File: src/rtl/core/erdo_pkg.sv
package erdo_pkg;

    // Default ring size
    localparam int unsigned RING_DEPTH_DEF = 32;

    // Field widths
    localparam int unsigned OP_W   = 2;
    localparam int unsigned KIND_W = 8;
    localparam int unsigned ARG_W  = 32;

    // Input word: op, kind, arg_a, arg_b, arg_c, padded to whole bytes
    localparam int unsigned IN_BITS = OP_W + KIND_W + 3 * ARG_W;
    localparam int unsigned IN_W    = ((IN_BITS + 7) / 8) * 8;

    // Operation codes
    localparam logic [OP_W-1:0] OP_PUSH  = 2'd0;
    localparam logic [OP_W-1:0] OP_POP   = 2'd1;
    localparam logic [OP_W-1:0] OP_CLEAR = 2'd2;

    // One stored event record
    typedef struct packed {
        logic signed [ARG_W-1:0] arg_c;
        logic signed [ARG_W-1:0] arg_b;
        logic signed [ARG_W-1:0] arg_a;
        logic [KIND_W-1:0]       kind;
    } event_t;

    // Per-cell control from the ring controller
    typedef struct packed {
        logic load;   // take the pushed event
        logic shift;  // take the event of the next younger cell
    } cell_ctrl_t;

endpackage

File: src/rtl/core/erdo_cell.sv
module erdo_cell (
    input  logic                clk,
    input  erdo_pkg::cell_ctrl_t ctrl,
    input  erdo_pkg::event_t    push_ev,
    input  erdo_pkg::event_t    upper_ev,
    output erdo_pkg::event_t    ev
);
    import erdo_pkg::*;

    event_t ev_reg;
    event_t ev_next;

    // Load a new event, take the younger neighbour's event, or hold
    always_comb
    begin
        ev_next = ev_reg;
        if (ctrl.load)
        begin
            ev_next = push_ev;
        end
        else if (ctrl.shift)
        begin
            ev_next = upper_ev;
        end
    end

    always_ff @(posedge clk)
    begin
        ev_reg <= ev_next;
    end

    assign ev = ev_reg;

endmodule

File: src/rtl/core/event_ring_drop_oldest.sv
// Channel  Dir  tdata fields (lowest bit first)                                  Width
// s_*      in   op[1:0] push_kind[9:2] push_arg_a[41:10] push_arg_b[73:42]       112
//               push_arg_c[105:74], zero pad
// m_*      out  found[0] dropped[1] ev_kind[9:2] ev_arg_a[41:10] ev_arg_b[73:42]  112 at
//               ev_arg_c[105:74] fill_count (CNT_W bits from 106), zero pad       depth 32
//
// One word is taken per cycle; its result appears in the output register on the
// next cycle. The whole cell row is updated at once for each word taken (cell 0
// always holds the oldest event, a pop shifts the whole row down by one).
// rst_n clears the fill count and the output valid; the cells hold no reset.
// The input stalls only while a result waits in the output register and m_tready is low.
module event_ring_drop_oldest #(
    parameter int unsigned RING_DEPTH = erdo_pkg::RING_DEPTH_DEF,
    localparam int unsigned CNT_W = $clog2(RING_DEPTH + 1),
    localparam int unsigned OUT_BITS = 2 + erdo_pkg::KIND_W + 3 * erdo_pkg::ARG_W + CNT_W,
    localparam int unsigned OUT_W = ((OUT_BITS + 7) / 8) * 8
) (
    input  logic                      clk,
    input  logic                      rst_n,
    input  logic                      s_tvalid,
    output logic                      s_tready,
    // op, push_kind, push_arg_a, push_arg_b, push_arg_c, zero pad
    input  logic [erdo_pkg::IN_W-1:0] s_tdata,
    output logic                      m_tvalid,
    input  logic                      m_tready,
    // found, dropped, ev_kind, ev_arg_a, ev_arg_b, ev_arg_c, fill_count, zero pad
    output logic [OUT_W-1:0]          m_tdata
);
    import erdo_pkg::*;

    localparam logic [CNT_W-1:0] FULL_CNT = CNT_W'(RING_DEPTH);

    logic [OP_W-1:0]  op;
    event_t           push_ev;
    logic             accept;
    logic             full;
    logic             empty;
    logic             do_push;
    logic             do_pop;
    logic             do_clear;
    logic             shift_row;

    logic [CNT_W-1:0] count_reg;
    logic [CNT_W-1:0] count_next;

    cell_ctrl_t       ctrl   [RING_DEPTH];
    event_t           cell_q [RING_DEPTH];
    event_t           upper  [RING_DEPTH];

    logic             out_valid_reg;
    logic             out_valid_next;
    logic             found_reg;
    logic             dropped_reg;
    event_t           ev_reg;
    logic [CNT_W-1:0] fill_reg;

    // Unpack the input word
    assign op              = s_tdata[OP_W-1:0];
    assign push_ev.kind    = s_tdata[OP_W +: KIND_W];
    assign push_ev.arg_a   = s_tdata[OP_W + KIND_W +: ARG_W];
    assign push_ev.arg_b   = s_tdata[OP_W + KIND_W + ARG_W +: ARG_W];
    assign push_ev.arg_c   = s_tdata[OP_W + KIND_W + 2 * ARG_W +: ARG_W];

    assign s_tready = !out_valid_reg || m_tready;
    assign accept   = s_tvalid && s_tready;
    assign full     = (count_reg == FULL_CNT);
    assign empty    = (count_reg == '0);

    // Decode the operation
    always_comb
    begin
        do_push  = 1'b0;
        do_pop   = 1'b0;
        do_clear = 1'b0;
        unique case (op)
            OP_PUSH:  do_push  = accept;
            OP_POP:   do_pop   = accept && !empty;
            OP_CLEAR: do_clear = accept;
            default:  ;
        endcase
    end

    // A pop, or a push into a full ring, moves every event one cell towards the head
    assign shift_row = do_pop || (do_push && full);

    // Next fill count
    always_comb
    begin
        count_next = count_reg;
        if (do_clear)
        begin
            count_next = '0;
        end
        else if (do_pop)
        begin
            count_next = count_reg - CNT_W'(1);
        end
        else if (do_push && !full)
        begin
            count_next = count_reg + CNT_W'(1);
        end
    end

    // Row of cells: cell 0 is the oldest event
    for (genvar i = 0; i < RING_DEPTH; i++)
    begin : g_cell
        if (i == RING_DEPTH - 1)
        begin : g_last
            assign upper[i] = push_ev;
            assign ctrl[i].load = do_push && (full || (count_reg == CNT_W'(i)));
        end
        else
        begin : g_mid
            assign upper[i] = cell_q[i + 1];
            assign ctrl[i].load = do_push && !full && (count_reg == CNT_W'(i));
        end
        assign ctrl[i].shift = shift_row;

        erdo_cell u_cell (
            .clk      (clk),
            .ctrl     (ctrl[i]),
            .push_ev  (push_ev),
            .upper_ev (upper[i]),
            .ev       (cell_q[i])
        );
    end

    // Hold a result until the sink takes it
    always_comb
    begin
        out_valid_next = out_valid_reg;
        if (accept)
        begin
            out_valid_next = 1'b1;
        end
        else if (m_tready)
        begin
            out_valid_next = 1'b0;
        end
    end

    always_ff @(posedge clk or negedge rst_n)
    begin
        if (!rst_n)
        begin
            count_reg     <= '0;
            out_valid_reg <= 1'b0;
        end
        else
        begin
            count_reg     <= count_next;
            out_valid_reg <= out_valid_next;
        end
    end

    // Capture the result word
    always_ff @(posedge clk)
    begin
        if (accept)
        begin
            found_reg   <= do_pop;
            dropped_reg <= do_push && full;
            ev_reg      <= do_pop ? cell_q[0] : '0;
            fill_reg    <= count_next;
        end
    end

    assign m_tvalid = out_valid_reg;
    assign m_tdata  = OUT_W'({fill_reg, ev_reg.arg_c, ev_reg.arg_b, ev_reg.arg_a,
                              ev_reg.kind, dropped_reg, found_reg});

endmodule
File: config.mk
export PLATFORM = sky130hd
export DESIGN_NAME = event_ring_drop_oldest
export DESIGN_NICKNAME = d
export VERILOG_FILES = /design/src/rtl/core/erdo_pkg.sv /design/src/rtl/core/erdo_cell.sv /design/src/rtl/core/event_ring_drop_oldest.sv
export SDC_FILE = /design/constraint.sdc
export NUM_CORES = 2
export LEC_CHECK = 0
export BUFFER_PORTS_ARGS = -buffer_cell sky130_fd_sc_hd__buf_4
export CAP_MARGIN = 20
export CORE_UTILIZATION = 55
export DETAILED_ROUTE_END_ITERATION = 16
export MAX_ROUTING_LAYER = met4
export PLACE_DENSITY = 0.81
export SETUP_SLACK_MARGIN = 0.2
export SLEW_MARGIN = 30
export SYNTH_ARGS = -nofsm -noshare
export SYNTH_HDL_FRONTEND = slang
export SYNTH_SLANG_ARGS = --single-unit
File: constraint.sdc
create_clock -name clk -period 8.4 [get_ports clk]
set_clock_uncertainty 0.15 [all_clocks]
set_input_delay 2.52 -clock clk [delete_from_list [all_inputs] [get_ports clk]]
set_output_delay 2.52 -clock clk [all_outputs]
set_load 0.005 [all_outputs]
Word level (Yosys, flattened, before mapping)
Index checks and enable logic that the tools add are counted.

storage, ports and cells
  output and inout bits = 114
  RAM bits = 0
  memories kept = 0
  register bits = 3447
  memory bits (read-only) = 0
  latch bits = 0
  word-level logic and storage cells = 322

operators by class
  mux-type cells = 72
  divide/modulo/power cells = 0
  multiply operators = 0
  shift-type cells = 0
  add/subtract/negate cells = 2
  bitwise operators = 0
  equal/unequal tests = 34
  magnitude comparators = 0
  reduce and logical (&&, ||, !) cells = 77

operators by type and width
  cell                                                 number
  two-way mux 104 bit                                  64
  equality test 6 x 5 -> 1 bit, second input constant  16
  nonzero test 2 bit                                   33
  equality test 6 x 4 -> 1 bit, second input constant  8
  logical AND 1 bit                                    36
  equality test 6 x 3 -> 1 bit, second input constant  4
  two-way mux 6 bit                                    3
  equality test 6 x 2 -> 1 bit, second input constant  2
  adder 6 x 1 -> 6 bit, second input constant          1
  equality test 6 x 1 -> 1 bit, second input constant  1
  equality test 6 bit, second input constant           1
  zero test 6 bit                                      1
  subtractor 6 x 1 -> 6 bit, second input constant     1
  two-way mux 1 bit                                    5
  zero test 1 bit                                      3
  logical OR 1 bit                                     3
  equality test 2 x 1 -> 1 bit, second input constant  1
  equality test 2 bit, second input constant           1
  zero test 2 bit                                      1

Depth between registers and ports, before layout
  word-level depth = 8
  mapped depth = 10

Cells and area by module
A second synthesis with hierarchy kept.

unflattened totals
  cell total of the unflattened synthesis = 7422
  area total of the unflattened synthesis = 151728.0 um^2

modules (own cells, without submodules)
  module                  area an instance (um^2)  times used  seq. area each (um^2)  cells an instance
  erdo_cell               4588.2                   32          3123.0                 221
  event_ring_drop_oldest  4907.2                   1           3538.4                 350

Least setup slack after synthesis
OpenSTA, ideal clock, no wires.

  kind = input -> register
  start point = input port s_tdata[1] (netlist bit)
  end point = register g_cell[13].u_cell.ev_reg (netlist bit g_cell[13].u_cell.ev[0]) (enable)
  stages on the path = 5
  library setup time = 0.710 ns
  path slack = -2.955 ns
  arrival time = 10.495 ns
  path buffers = 1
  path through = nand2b_1 > nor4_2 > buf_6 > nand3_2 > o21ai_0

on the way
  cells in the longest elaborated chain, start to end = 5
  elaborated cells on any way between the ends = 9
  those cells by class = eq/ne: 1; mux: 2; reduce/logical: 6

RTL lines
  what                                                   line                                                         text
  from (decl)                                            event_ring_drop_oldest.sv:23                                 input logic [erdo_pkg::IN_W-1:0] s_tdata,
  zero test 2 bit                                        event_ring_drop_oldest.sv:75                                 unique case (op)
  two-way mux 1 bit                                      event_ring_drop_oldest.sv:75
  logical AND 1 bit, on equally long branches            event_ring_drop_oldest.sv:84, event_ring_drop_oldest.sv:115
  logical OR 1 bit or logical AND 1 bit (tied branches)  event_ring_drop_oldest.sv:84, event_ring_drop_oldest.sv:115
  nonzero test 2 bit (no line) (*)                       --
  to (signal assigned)                                   erdo_cell.sv:29                                              ev_reg <= ev_next;
  to (decl)                                              erdo_cell.sv:10                                              event_t ev_reg;

Mark *: on every way between the ends. The rest lies on a longest branch, timed or not.
A chain may end at the register's enable or synchronous reset.

Worst setup path after layout
  start point = input port m_tready
  end point = output port s_tready

on the way
  cells in the longest elaborated chain, start to end = 1

RTL lines
  what              line                          text
  from (decl)       event_ring_drop_oldest.sv:25  input logic m_tready,
  logical OR 1 bit  event_ring_drop_oldest.sv:64  assign s_tready = !out_valid_reg || m_tready;
  to (decl)         event_ring_drop_oldest.sv:21  output logic s_tready,

No other way between the ends.

==> impl_metrics.tcl <==
set metrics [dict create \
    startpoint_type "input pin" \
    drive_gt1_share_pct 51.4 \
    power_uw 38900 \
    dp_cells 10800 \
    h-tree-depth 5 \
    post_cts_buffers 0 \
    clockBufferDepth 4 \
    cp-end-kind "output pin" \
    cts_tree "built" \
    instances_no_fill 11400 \
    cts_hold_buf 0 \
    switchingPower_uw 8510 \
    synth_edf_count 3440 \
    p_int_uw 30400 \
    dieArea_um2 265000 \
    rows 187 \
    grt_max_degree 105 \
    swShare_pct 21.9 \
    seq_area_frac_synth_pct 71.6 \
    final_antenna_net_count 0 \
    antenna_found_initial 9 \
    gp_congestion 0.840 \
    tightest_slew_ns 1.07 \
    worstSetupPathType "in2out" \
    syn2layout_area_growth_pct 10.9 \
    portBuffers 223 \
    seq_power_share_pct 54.1 \
    final_hold_viol_count 0 \
    viasPerCell 6.04 \
    worst_ep_arrival_time_ns 3.15 \
    slew-limit-headroom_pct 28.7 \
    p_per_area_nw_per_um2 242 \
    wl_per_cell_um 25.7 \
    p_leak_uw 0.0527 \
    core-area_um2 260000 \
    final_core_util_pct 61.6 \
    clkTransAtPathRegs_ns 0.06 \
    finalSetupViolCount 0 \
    grt_pass1_wl_mm 447 \
    clockRootBuffer "clkbuf_16" \
    synth-seq-cells 3447 \
    post-route-period-util_pct 69.3 \
    status "finished clean" \
    die-width_um 515 \
    maxSlewViolCount 0 \
    fin_ws_ns 2.58 \
    largest_reg_flops 3328 \
    layout_min_cycle_time_ns 5.82 \
    cts_resized 0 \
    crit_fanout 7 \
    io_pins 230 \
    rsz0062_at_grt "false" \
    drt-total-wl_mm 293 \
    async_flop_share_pct 0.203 \
    synth_cell_types 42 \
    first_global_vias 72500 \
    pre_cts_ws_ns 1.65 \
    overflow 0 \
    synth_area_per_cell_um2 19.0 \
    crit_required_ns 5.73 \
    p_clk_share_pct 38.2 \
    ir_drop_uv 255 \
    drc_errors 0 \
    grtUsageTotal_pct 22.8 \
    drv_cap 0 \
    whs_ns 0.311 \
    synthCells 7602 \
    fmax_mhz 172 \
    vias 68700 \
    hold_class "reg2reg" \
    hpwlAfterDp_mm 161 \
    clk_latency_ns 0.99 \
    initial_core_util_pct 55.5 \
    dr.pass1.iters 5 \
    dieHeight_um 515 \
    drt_iter0_drc 5855 \
    final_nets 7741 \
    clkSinkCount 3447 \
    yosysWarnings 0 \
    cts-buffers-inserted 355 \
    synth-main-ff-cell "edfxtp_1" \
    combPwrFrac_pct 7.7 \
    netlist_area_um2 145000 \
    synth_fp_nets 7723 \
]
==> power groups by stage <==
stage,Clock [µW],Sequential [µW],Combinational (µW)
after global placement,0,21300,2840
after detailed placement,0,21400,2970
after CTS,15100,21000,3000
after floorplan,0,21400,1870
after global routing,15700,21100,3180
final,14900,21000,2980
==> final timing paths <==
kind / from / endpoint / slack (ns) / depth (start not counted)
max: m_tready / s_tready / 2.58 / 4
min: g_cell[22].u_cell.ev[13] / g_cell[21].u_cell.ev[13] / 0.31 / 1
max reg2reg: count_reg[4] / g_cell[19].u_cell.ev[21] / 3.97 / 6
min reg2reg: g_cell[22].u_cell.ev[13] / g_cell[21].u_cell.ev[13] / 0.31 / 1
max in group asynchronous: rst_n / count_reg[3] / 6.73 / 1
min in group asynchronous: rst_n / m_tvalid / 1.22 / 1
==> worst max-delay path, stage by stage <==
cell,delay (ns)
buf_4,0.12
nor2b_4,0.21
inv_1,0.14
buf_4,0.16
==> layout make-up <==
class                           instances  area [µm²]
Timing Repair Buffer                  340        3290
Clock buffer                          447        9360
Sequential cell                      3447      103000
Antenna cell                            4        10.0
Multi-Input combinational cell       3472       38400
Fill cell                           17300      100000
Inverter                                4        15.0
Tap cell                             3496        4370
Clock inverter                        170        1480
==> cell usage after synthesis, drive strengths merged, types with 3 or more instances <==
cell type,count,area share [%]
inv,4,0.010
nand3,11,0.052
and2,110,0.48
nor2b,7,0.035
nor3,6,0.028
clkbuf,330,0.86
dfrtp,7,0.12
or4b,3,0.021
buf,349,1.4
ha,5,0.043
mux2,3224,25
o21ai,9,0.031
nand2b,8,0.035
nand2,48,0.12
edfxtp,3440,71
and3,3,0.013
a21oi,3,0.010
nor2,16,0.042
==> per-stage QoR <==
| stage | cell area, µm² | setup TNS [ns] |
|---|---|---|
| finish | 160000 | 0 |
| global placement | 149000 | 0 |
| CTS | 160000 | 0 |
| detailed placement | 149000 | 0 |
| floorplan | 145000 | -86.24 |
| global route | 160000 | 0 |
==> kinds of logic after synthesis <==
kind of cell / after synthesis / share of synthesized area (%)
compound gates: 17 / 0.0693
xor+xnor: 3 / 0.0182
fa+ha+maj: 5 / 0.0433
buf+inv: 683 / 2.28
flops: 3447 / 71.6
mux: 3224 / 25.1
simple gates: 223 / 0.886
==> metal layers <==
layer | track usage [%] | share of wire [%] | vias to the layer above
li1 | - | - | 29700
met1 | 28.1 | 40 | 36200
met2 | 39.2 | 52 | 2265
met3 | 3.09 | 5.8 | 527
met4 | 6.98 | 3.1 | 0
met5 | - | 0 | -
==> layout by cell type (no fill, tap or decap), types with 3 or more instances in the layout <==
cell type / synthesis / routed
a21oi_1: 3 / 3
and2_1: 110 / 109
buf_12: 0 / 46
buf_16: 0 / 6
buf_4: 51 / 278
buf_6: 37 / 8
bufinv_16: 0 / 24
clkbuf_1: 330 / 83
clkbuf_16: 0 / 359
clkbuf_8: 0 / 5
clkinv_1: 0 / 69
clkinv_2: 0 / 63
clkinv_8: 0 / 4
clkinvlp_4: 0 / 3
dfrtp_1: 7 / 6
diode_2: 0 / 4
edfxtp_1: 3440 / 3440
ha_1: 5 / 5
inv_1: 4 / 4
inv_6: 0 / 4
mux2_1: 53 / 53
mux2_2: 3171 / 3171
nand2_1: 48 / 8
nand2_4: 0 / 34
nand2_8: 0 / 6
nand2b_1: 8 / 5
nand2b_4: 0 / 3
nand3_1: 7 / 5
nand3_4: 0 / 4
nor2_1: 16 / 8
nor2_4: 0 / 7
nor2b_1: 6 / 6
nor3_1: 4 / 4
o21ai_4: 0 / 7
No activity file was read; power rests on OpenSTA's default activity.
